**config.mk**
```make
export PLATFORM = sky130hd
export DESIGN_NAME = sorted_deadline_timer_queue
export DESIGN_NICKNAME = d
export VERILOG_FILES = /design/src/design/sdtq_pkg.sv /design/src/design/sorted_deadline_timer_queue.sv /design/src/design/sdtq_cell.sv
export SDC_FILE = /design/constraint.sdc
export NUM_CORES = 2
export LEC_CHECK = 0
export BUFFER_PORTS_ARGS = -buffer_cell sky130_fd_sc_hd__buf_2
export CAP_MARGIN = 30
export CORE_ASPECT_RATIO = 0.5
export CORE_MARGIN = 4
export CORE_UTILIZATION = 65
export CTS_CLUSTER_DIAMETER = 80
export CTS_CLUSTER_SIZE = 40
export DETAILED_ROUTE_END_ITERATION = 12
export PLACE_DENSITY = 0.85
export SLEW_MARGIN = 20
export SYNTH_ARGS = -nofsm -noshare
export SYNTH_HDL_FRONTEND = slang
export SYNTH_SLANG_ARGS = --single-unit
```
**constraint.sdc**
```tcl
create_clock -name clk -period 15.8 [get_ports clk]
set_input_delay 3.16 -clock clk [delete_from_list [all_inputs] [get_ports clk]]
set_output_delay 3.16 -clock clk [all_outputs]
set_load 0.03 [all_outputs]
```
**src/design/sdtq_pkg.sv**
```systemverilog
`timescale 1ns / 1ps
`default_nettype none

package sdtq_pkg;

  localparam int unsigned QUEUE_DEPTH_DEF = 16;

  localparam int unsigned DL_W    = 32;
  localparam int unsigned HDL_W   = 16;
  localparam int unsigned BATCH_W = 7;

  localparam logic [BATCH_W-1:0] BATCH_RESET = 7'd20;
  localparam logic [BATCH_W-1:0] BATCH_MIN   = 7'd1;
  localparam logic [BATCH_W-1:0] BATCH_MAX   = 7'd64;

  localparam logic CMD_ADD     = 1'b0;
  localparam logic CMD_SERVICE = 1'b1;

  typedef enum logic [1:0] {
    KIND_ADD_OK   = 2'd0,
    KIND_ADD_FULL = 2'd1,
    KIND_EXPIRED  = 2'd2
  } kind_t;

  typedef enum logic {
    ST_IDLE  = 1'b0,
    ST_SERVE = 1'b1
  } state_t;

  // broadcast to every cell of the chain
  typedef struct packed {
    logic             ins;
    logic             pop;
    logic [DL_W-1:0]  key;
    logic [HDL_W-1:0] hdl;
  } cell_ctl_t;

endpackage

`default_nettype wire

```
**src/design/sorted_deadline_timer_queue.sv**
```systemverilog
`timescale 1ns / 1ps
`default_nettype none

// channel | direction | handshake          | payload
// in      | input     | in_valid/in_stall  | in_command, in_deadline, in_handle, in_now_tick
// out     | output    | out_valid/out_stall| out_kind, out_expired_handle, out_last
// cfg     | input     | cfg_valid/cfg_ready| cfg_data (batch limit)
//
// add: the whole cell chain inserts in parallel, result registered next edge
// service: after the accept, one expired timer popped per cycle while out_stall is low
//   (head cell compare); the second cell or the batch limit flags the last pop
// a new transaction is taken only when idle and the output register is free
// reset (synchronous, active low) empties the queue and loads batch limit 20
// out_stall simply holds the output register and pauses popping
module sorted_deadline_timer_queue #(
  parameter int unsigned QUEUE_DEPTH = sdtq_pkg::QUEUE_DEPTH_DEF
) (
  input  wire logic                         clk,
  input  wire logic                         rst_n,
  // input transactions
  input  wire logic                         in_valid,
  output logic                              in_stall,
  input  wire logic                         in_command,
  input  wire logic [sdtq_pkg::DL_W-1:0]     in_deadline,
  input  wire logic [sdtq_pkg::HDL_W-1:0]    in_handle,
  input  wire logic [sdtq_pkg::DL_W-1:0]     in_now_tick,
  // result transactions
  output logic                              out_valid,
  input  wire logic                         out_stall,
  output logic [1:0]                        out_kind,
  output logic [sdtq_pkg::HDL_W-1:0]        out_expired_handle,
  output logic                              out_last,
  // batch limit register
  input  wire logic                         cfg_valid,
  output logic                              cfg_ready,
  input  wire logic [sdtq_pkg::BATCH_W-1:0] cfg_data
);
  import sdtq_pkg::*;

  // per-cell taps of the chain
  logic             c_valid    [QUEUE_DEPTH];
  logic             c_keep     [QUEUE_DEPTH];
  logic [DL_W-1:0]  c_deadline [QUEUE_DEPTH];
  logic [HDL_W-1:0] c_handle   [QUEUE_DEPTH];

  cell_ctl_t ctl;

  state_t state_r, state_nxt;

  logic [BATCH_W-1:0] batch_limit_r;
  logic [BATCH_W-1:0] lim_r, lim_nxt;
  logic [BATCH_W-1:0] cnt_r, cnt_nxt;
  logic [DL_W-1:0]    now_r, now_nxt;

  logic               out_valid_r, out_valid_nxt;
  kind_t              out_kind_r, out_kind_nxt;
  logic [HDL_W-1:0]   out_handle_r, out_handle_nxt;
  logic               out_last_r, out_last_nxt;

  logic in_acc;
  logic out_free;
  logic full;
  logic head_exp;
  logic next_exp;

  // ---------------------------------------------------------------------------
  // chain of cells: cell 0 is the front (earliest deadline)
  // ---------------------------------------------------------------------------
  for (genvar i = 0; i < QUEUE_DEPTH; i++) begin : g_cell
    logic             lv, lk, rv;
    logic [DL_W-1:0]  ld, rd;
    logic [HDL_W-1:0] lh, rh;

    if (i == 0) begin : g_left_edge
      // front cell sees an always-kept, always-valid left neighbor
      assign lv = 1'b1;
      assign lk = 1'b1;
      assign ld = ctl.key;
      assign lh = ctl.hdl;
    end else begin : g_left
      assign lv = c_valid[i-1];
      assign lk = c_keep[i-1];
      assign ld = c_deadline[i-1];
      assign lh = c_handle[i-1];
    end

    if (i == QUEUE_DEPTH - 1) begin : g_right_edge
      // back cell empties on a pop
      assign rv = 1'b0;
      assign rd = c_deadline[i];
      assign rh = c_handle[i];
    end else begin : g_right
      assign rv = c_valid[i+1];
      assign rd = c_deadline[i+1];
      assign rh = c_handle[i+1];
    end

    sdtq_cell u_cell (
      .clk            (clk),
      .rst_n          (rst_n),
      .ctl            (ctl),
      .left_valid     (lv),
      .left_keep      (lk),
      .left_deadline  (ld),
      .left_handle    (lh),
      .right_valid    (rv),
      .right_deadline (rd),
      .right_handle   (rh),
      .valid          (c_valid[i]),
      .keep           (c_keep[i]),
      .deadline       (c_deadline[i]),
      .handle         (c_handle[i])
    );
  end

  // ---------------------------------------------------------------------------
  // handshakes
  // ---------------------------------------------------------------------------
  assign out_free  = !out_valid_r || !out_stall;
  assign in_stall  = !((state_r == ST_IDLE) && out_free);
  assign in_acc    = in_valid && !in_stall;
  assign cfg_ready = 1'b1;

  // queue is full when the back cell holds an entry
  assign full = c_valid[QUEUE_DEPTH-1];

  // head expiry and the one behind it, used to mark the last of a batch
  assign head_exp = c_valid[0] && (c_deadline[0] <= now_r);
  assign next_exp = c_valid[1] && (c_deadline[1] <= now_r);

  // ---------------------------------------------------------------------------
  // control
  // ---------------------------------------------------------------------------
  always_comb begin
    state_nxt      = state_r;
    lim_nxt        = lim_r;
    cnt_nxt        = cnt_r;
    now_nxt        = now_r;
    ctl.ins        = 1'b0;
    ctl.pop        = 1'b0;
    ctl.key        = in_deadline;
    ctl.hdl        = in_handle;
    out_valid_nxt  = out_valid_r && out_stall;
    out_kind_nxt   = out_kind_r;
    out_handle_nxt = out_handle_r;
    out_last_nxt   = out_last_r;

    case (state_r)
      ST_IDLE: begin
        if (in_acc) begin
          if (in_command == CMD_ADD) begin
            ctl.ins        = !full;
            out_valid_nxt  = 1'b1;
            out_kind_nxt   = full ? KIND_ADD_FULL : KIND_ADD_OK;
            out_handle_nxt = '0;
            out_last_nxt   = 1'b1;
          end else begin
            // clamp the batch limit into 1..64
            if (batch_limit_r == '0) begin
              lim_nxt = BATCH_MIN;
            end else if (batch_limit_r > BATCH_MAX) begin
              lim_nxt = BATCH_MAX;
            end else begin
              lim_nxt = batch_limit_r;
            end
            cnt_nxt   = '0;
            now_nxt   = in_now_tick;
            state_nxt = ST_SERVE;
          end
        end
      end
      ST_SERVE: begin
        if (out_free) begin
          if (head_exp) begin
            ctl.pop        = 1'b1;
            out_valid_nxt  = 1'b1;
            out_kind_nxt   = KIND_EXPIRED;
            out_handle_nxt = c_handle[0];
            out_last_nxt   = ((cnt_r + 7'd1) == lim_r) || !next_exp;
            cnt_nxt        = cnt_r + 7'd1;
            if (out_last_nxt) begin
              state_nxt = ST_IDLE;
            end
          end else begin
            // nothing expired at all
            state_nxt = ST_IDLE;
          end
        end
      end
      default: begin
        state_nxt = ST_IDLE;
      end
    endcase
  end

  always_ff @(posedge clk) begin
    if (!rst_n) begin
      state_r       <= ST_IDLE;
      out_valid_r   <= 1'b0;
      batch_limit_r <= BATCH_RESET;
    end else begin
      state_r     <= state_nxt;
      out_valid_r <= out_valid_nxt;
      if (cfg_valid && cfg_ready) begin
        batch_limit_r <= cfg_data;
      end
    end
    lim_r        <= lim_nxt;
    cnt_r        <= cnt_nxt;
    now_r        <= now_nxt;
    out_kind_r   <= out_kind_nxt;
    out_handle_r <= out_handle_nxt;
    out_last_r   <= out_last_nxt;
  end

  assign out_valid          = out_valid_r;
  assign out_kind           = out_kind_r;
  assign out_expired_handle = out_handle_r;
  assign out_last           = out_last_r;

endmodule

`default_nettype wire

```
**src/design/sdtq_cell.sv**
```systemverilog
`timescale 1ns / 1ps
`default_nettype none

module sdtq_cell (
  input  wire logic                      clk,
  input  wire logic                      rst_n,
  input  wire sdtq_pkg::cell_ctl_t       ctl,
  input  wire logic                      left_valid,
  input  wire logic                      left_keep,
  input  wire logic [sdtq_pkg::DL_W-1:0]  left_deadline,
  input  wire logic [sdtq_pkg::HDL_W-1:0] left_handle,
  input  wire logic                      right_valid,
  input  wire logic [sdtq_pkg::DL_W-1:0]  right_deadline,
  input  wire logic [sdtq_pkg::HDL_W-1:0] right_handle,
  output logic                           valid,
  output logic                           keep,
  output logic [sdtq_pkg::DL_W-1:0]       deadline,
  output logic [sdtq_pkg::HDL_W-1:0]      handle
);
  import sdtq_pkg::*;

  logic             valid_r, valid_nxt;
  logic [DL_W-1:0]  deadline_r, deadline_nxt;
  logic [HDL_W-1:0] handle_r, handle_nxt;

  // entry stays put on insert when it sorts at or before the new key
  assign keep = valid_r && (deadline_r <= ctl.key);

  always_comb begin
    valid_nxt    = valid_r;
    deadline_nxt = deadline_r;
    handle_nxt   = handle_r;
    if (ctl.ins && !keep) begin
      valid_nxt = valid_r | left_valid;
      if (left_keep) begin
        deadline_nxt = ctl.key;
        handle_nxt   = ctl.hdl;
      end else begin
        deadline_nxt = left_deadline;
        handle_nxt   = left_handle;
      end
    end else if (ctl.pop) begin
      valid_nxt    = right_valid;
      deadline_nxt = right_deadline;
      handle_nxt   = right_handle;
    end
  end

  always_ff @(posedge clk) begin
    if (!rst_n) begin
      valid_r <= 1'b0;
    end else begin
      valid_r <= valid_nxt;
    end
    deadline_r <= deadline_nxt;
    handle_r   <= handle_nxt;
  end

  assign valid    = valid_r;
  assign deadline = deadline_r;
  assign handle   = handle_r;

endmodule

`default_nettype wire

```
Word level (Yosys, flattened, before mapping)

Cells that the tools add are included.

Register bits after elaboration: 858
Input port bits: 93
Output and inout bits: 22
Word-level logic and storage cells: 342

$add $sub $neg: 1
Order comparisons: 19
Eq/ne operators: 6
Multiplexer cells: 161
Bitwise logic cells: 16
Reductions and logical operators: 81

Operators by type and width:

| cell                  | number |
|---|---|
| $mux W32              | 45 |
| $mux W16              | 49 |
| $le A32 B32 Y1        | 18 |
| $mux W1               | 52 |
| $logic_and A1 B1 Y1   | 37 |
| $mux W7               | 5 |
| $pmux W16 S2          | 1 |
| $reduce_bool A2 Y1    | 16 |
| $logic_not A1 Y1      | 21 |
| $or A1 B1 Y1          | 15 |
| $pmux W7 S2           | 1 |
| $mux W2               | 4 |
| $reduce_and A4 Y1     | 2 |
| $add A7 B1 Y7 const B | 1 |
| $eq A7 B7 Y1          | 1 |
| $gt A7 B7 Y1 const B  | 1 |
| $logic_not A7 Y1      | 1 |
| $ne A2 B2 Y1 const B  | 3 |
| $pmux W1 S2           | 3 |
| $ne A2 B1 Y1 const B  | 2 |
| $pmux W2 S2           | 1 |
| $reduce_and A3 Y1     | 1 |
| $logic_or A1 B1 Y1    | 2 |
| $reduce_or A2 Y1      | 1 |
| $not A1 Y1            | 1 |

Longest topological paths before layout

Word-level depth: 8
Depth in mapped cells: 14
Depth with buffers taken out: 9

Cells and area by module

Synthesis repeated with hierarchy kept, for this count alone.

Cell total of the unflattened synthesis: 4,876
Area, all modules: 60,795.8 um^2

By module, submodules not included:

| module                      | instances | cells an instance | area an instance (um^2) | sequential area each (um^2) |
|---|---|---|---|---|
| sdtq_cell                   | 16        | 280               | 3,524.6                 | 1,461.4 |
| sorted_deadline_timer_queue | 1         | 396               | 4,401.7                 | 2,132.0 |

Worst setup path before layout

OpenSTA, ideal clock, no wires.

Kind: input port to flip-flop
From: in in_deadline[30] (netlist bit)
To: reg g_cell[7].u_cell.valid_r
Library setup time: 0.074 ns
Arrival: 9.548 ns
Data required time: 15.726 ns
Setup slack: 6.177 ns
Stages on the path: 11
Path buffers: 3
Cells stage by stage: clkbuf_1 clkbuf_1 inv_1 ha_1 nand4_1 or4_1 a31oi_1 o21ai_1 buf_2 o21ai_0 o221a_2

Word-level cells in the longest chain between the ends: 5
Elaborated cells on any way between the ends: 6

Ends and longest elaborated chain:

| what                                          | line                              | RTL |
|---|---|---|
| start: declaration                            | sorted_deadline_timer_queue.sv:24 | `input wire logic [sdtq_pkg::DL_W-1:0] in_deadline,` |
| $le A32 B32 Y1 (*)                            | sdtq_cell.sv:27                   | `assign keep = valid_r && (deadline_r <= ctl.key);` |
| $logic_and A1 B1 Y1 (*)                       | sdtq_cell.sv:27                   |  |
| $logic_not A1 Y1 (*)                          | sdtq_cell.sv:33                   | `if (ctl.ins && !keep) begin` |
| $logic_and A1 B1 Y1 (*)                       | sdtq_cell.sv:33                   |  |
| $mux W1 or $reduce_bool A2 Y1 (tied branches) | -                                 |  |
| end signal: assignment                        | sdtq_cell.sv:53                   | `valid_r <= valid_nxt;` |
| end: declaration                              | sdtq_cell.sv:22                   | `logic valid_r, valid_nxt;` |

Mark *: on every way between the ends. The rest lies on a longest branch, timed or not.
A chain may end at the register's enable or synchronous reset.

Worst setup path after layout

From: in in_deadline[11] (netlist bit)
To: reg g_cell[0].u_cell.handle_r[5], enable pin

Word-level cells in the longest chain between the ends: 5

Ends and longest elaborated chain:

| what                         | line            | RTL |
|---|---|---|
| $le A32 B32 Y1               | sdtq_cell.sv:27 |  |
| $logic_and A1 B1 Y1          | sdtq_cell.sv:27 |  |
| $logic_not A1 Y1             | sdtq_cell.sv:33 |  |
| $logic_and A1 B1 Y1          | sdtq_cell.sv:33 |  |
| $reduce_bool A2 Y1 (no line) | -               |  |
| end signal: assignment       | sdtq_cell.sv:56 | `handle_r <= handle_nxt;` |
| end: declaration             | sdtq_cell.sv:24 | `logic [HDL_W-1:0] handle_r, handle_nxt;` |

Every way passes these cells.

==> results.toml <==
[status]
status = "finished clean"

[logic_synthesis]
yosysWarningCount = 0
synth_edf_count = 833
netlist_area_um2 = 55700
synth_ff_type = "edfxtp_1"
yosysSeqAreaShare = 0.458
async_flop_share = 0
avgSynthCellArea_um2 = 10.4
ys_ff_latch = 858
syn_nets = 5987
synthCells = 5349
netlist-cell-type-count = 74

[setup_path]
r2r-start = "g_cell[0].u_cell.deadline[1]"
crit_end = "g_cell[0].u_cell.handle[5]"
start_kind = "primary input"
critPathCaptureType = "flop"
crit_slowest_cell = "buf_4"
r2r-end = "g_cell[0].u_cell.handle[5]"
required_ns = 16.22
slowest_delay_ns = 0.71
crit_fanout = 50
reg2reg_depth = 11
cp_num_buf_inv = 5
crit_cells = 13
worstPathArrival_ns = 8.28
cp_common_cell = "buf_4"
path_class = "primary input to flop"
startpoint = "in_deadline[11]"
crit_chain = "buf_2 -> inv_1 -> ha_1 -> nand4_1 -> or4b_1 -> nor3_1 -> nand2b_1 -> a2bb2oi_4 -> buf_4 -> or2_2 -> buf_4 -> nand2_2 -> buf_4"
critPathTopFamily = "buffers and inverters"
reg2reg_slack_ns = 10.83

[clock_network]
post_cts_resize_count = 0
cts_max_level = 1
root_buffer = "clkbuf_16"
cts_buffers = 31
cts_tree = "done"
cts_buffer_depth = 3
insertion_delay_ns = 0.71
hold_buffers = 0
cts_setup_buffers = 0
cts.reportedPaths.clkPinSlew_ns = 0.14
cts_sinks = 858

[placed_design]
pre_cts_ws_ns = 7.25
portBuffers = 113
dp_cells = 6228
gp_congestion = 0.938
hpwl_um = 115000

[final_layout]
layout_commonest_cell = "edfxtp_1"
final_cell_mix = "edfxtp_1 (833), ha_1 (545), a31oi_1 (472)"
fin_util = 0.691
final_nets = 5794
area_delta_synth_final_pct = 4.72
drive_above_1_share = 0.116
stdcell_count = 6297
num_antenna_cells = 0

[timing]
drv_slew = 0
period_needed_ns = 7.86
fmax_ghz = 0.127
max_slew_margin = 0.300
hold_viol = 0
worstMarginPinSlew_ns = 1.05
fin_worst_skew_ns = 0.0626
setup_ws_ns = 7.94
fin_setup_tns_ns = 0
fin_crit_sh = 0.498
rsz0062_at_grt = "false"
setup_viol = 0

[floorplan]
die_w_um = 422
initial_core_util = 0.660
ios = 115
core-area_um2 = 84500
row_count = 75
die_area_um2 = 90800
die_h_um = 215

[pwr]
peakVddDrop_mv = 0.106
powerDensity_nw_per_um2 = 87.3
p_leak_nw = 21.8

[global_routing]
grt_pass1_wl_um = 254000
grt_antenna_before_repair = 3
track_usage = 0.345
grt-ovfl-total = 0
grt_max_degree = 100
first_global_vias = 44700

[worst_hold_path]
holdCritPathClass = "flop to flop"

[detailed_routing]
drc = 0
dr.pass1.iters = 6
ant_nets = 0
vias = 45900
viasPerCell = 7.29
avgRoutedWirePerCell_um = 25.8
wl_um = 162000
drtIter0Drc = 6739

[job]
maxCapViolations = 0
-- tightest hold or removal path, stage by stage, from the launching register on --
cell	delay, ns
dfxtp_1	0.38
mux2i_1	0.08
nand2_1	0.06
-- logic make-up after synthesis --
logic type	after synthesis	synth area share
other	1	0.0000673
adder cells (fa/ha/maj)	545	0.122
flip-flops	858	0.458
multiplexers	555	0.105
buffers and inverters	555	0.0398
AO/OA/AOI/OAI	1621	0.171
XOR/XNOR	12	0.00189
AND/OR/NAND/NOR	1202	0.103
-- flip-flops by register name, indices dropped and copies added, names as in the netlist --
| name | flops |
|---|---|
| g_cell.u_cell.handle | 256 |
| state_r | 1 |
| cnt_r | 7 |
| out_kind | 2 |
| g_cell.u_cell.deadline | 512 |
| out_valid | 1 |
| out_last | 1 |
| lim_r | 7 |
| out_expired_handle | 16 |
| batch_limit_r | 7 |
| g_cell.u_cell.valid | 16 |
| now_r | 32 |
-- area by class of cell --
cell class | count | area [um^2]
multi-input combinational | 3936 | 28400
clock buffer | 39 | 806
fill | 6196 | 26100
sequential | 858 | 25500
clock inverter | 19 | 303
timing repair buffer | 222 | 1580
tap | 1116 | 1400
inverter | 107 | 407
-- cell usage after synthesis (9+ instances only) --
library cell,count,area [um^2]
o211ai_1,25,188
mux2i_1,333,3330
o31ai_1,9,67.6
ha_1,545,6820
edfxtp_1,833,25000
nand2b_1,12,75.1
o21ai_0,454,2270
nor2_1,298,1120
dfxtp_1,25,500
nor4_1,15,93.8
a21bo_2,47,470
nand4_1,110,688
clkbuf_1,349,1310
a22oi_1,9,67.6
nand3_1,290,1450
and3_1,11,68.8
a2111oi_0,9,78.8
nand2_1,270,1010
buf_1,28,105
inv_1,105,394
nor2b_1,38,238
o21ai_1,16,80.1
a211oi_1,13,97.6
a21oi_1,444,2220
mux2_2,215,2420
buf_2,59,295
and4_1,19,166
and2_1,25,156
nor3_1,86,430
a31oi_1,472,2950
a21o_1,60,450
-- where the power goes --
part	switching (mW)	leakage (nW)	internal (mW)
combinational	0.672	13.3	0.393
sequential	0.112	7.94	2.70
clock	0.808	0.530	0.409
-- routing by layer --
metal	vias to the layer above	GRT usage	wire length, um
li1	20200	-	-
met1	22300	0.513	67400
met2	2998	0.528	71800
met3	388	0.0609	19300
met4	4	0.0823	4030
met5	-	0	21
-- stage by stage --
stage / total power, mW / hold WS (ns) / cell area, um^2
2_1_floorplan: 3.56 / 0.457 / 55700
3_3_place_gp: 3.82 / 0.474 / 57000
3_5_place_dp: 3.88 / 0.508 / 57000
4_1_cts: 5.05 / 0.541 / 58100
5_1_grt: 5.29 / 0.565 / 58400
6_report: 5.10 / 0.534 / 58400
-- how the worst min path moves through the flow --
| stage | startpoint | depth (start not counted) | slack (ns) | to |
|---|---|---|---|---|
| floorplan | batch_limit_r[4] | 2 | 0.46 | batch_limit_r[4] |
| global placement | batch_limit_r[2] | 2 | 0.47 | batch_limit_r[2] |
| detailed placement | batch_limit_r[2] | 2 | 0.51 | batch_limit_r[2] |
| CTS | batch_limit_r[2] | 2 | 0.54 | batch_limit_r[2] |
| global route | g_cell[15].u_cell.deadline[14] | 2 | 0.57 | g_cell[14].u_cell.deadline[14] |
| finish | batch_limit_r[2] | 2 | 0.53 | batch_limit_r[2] |
No activity file was read; power rests on OpenSTA's default activity.
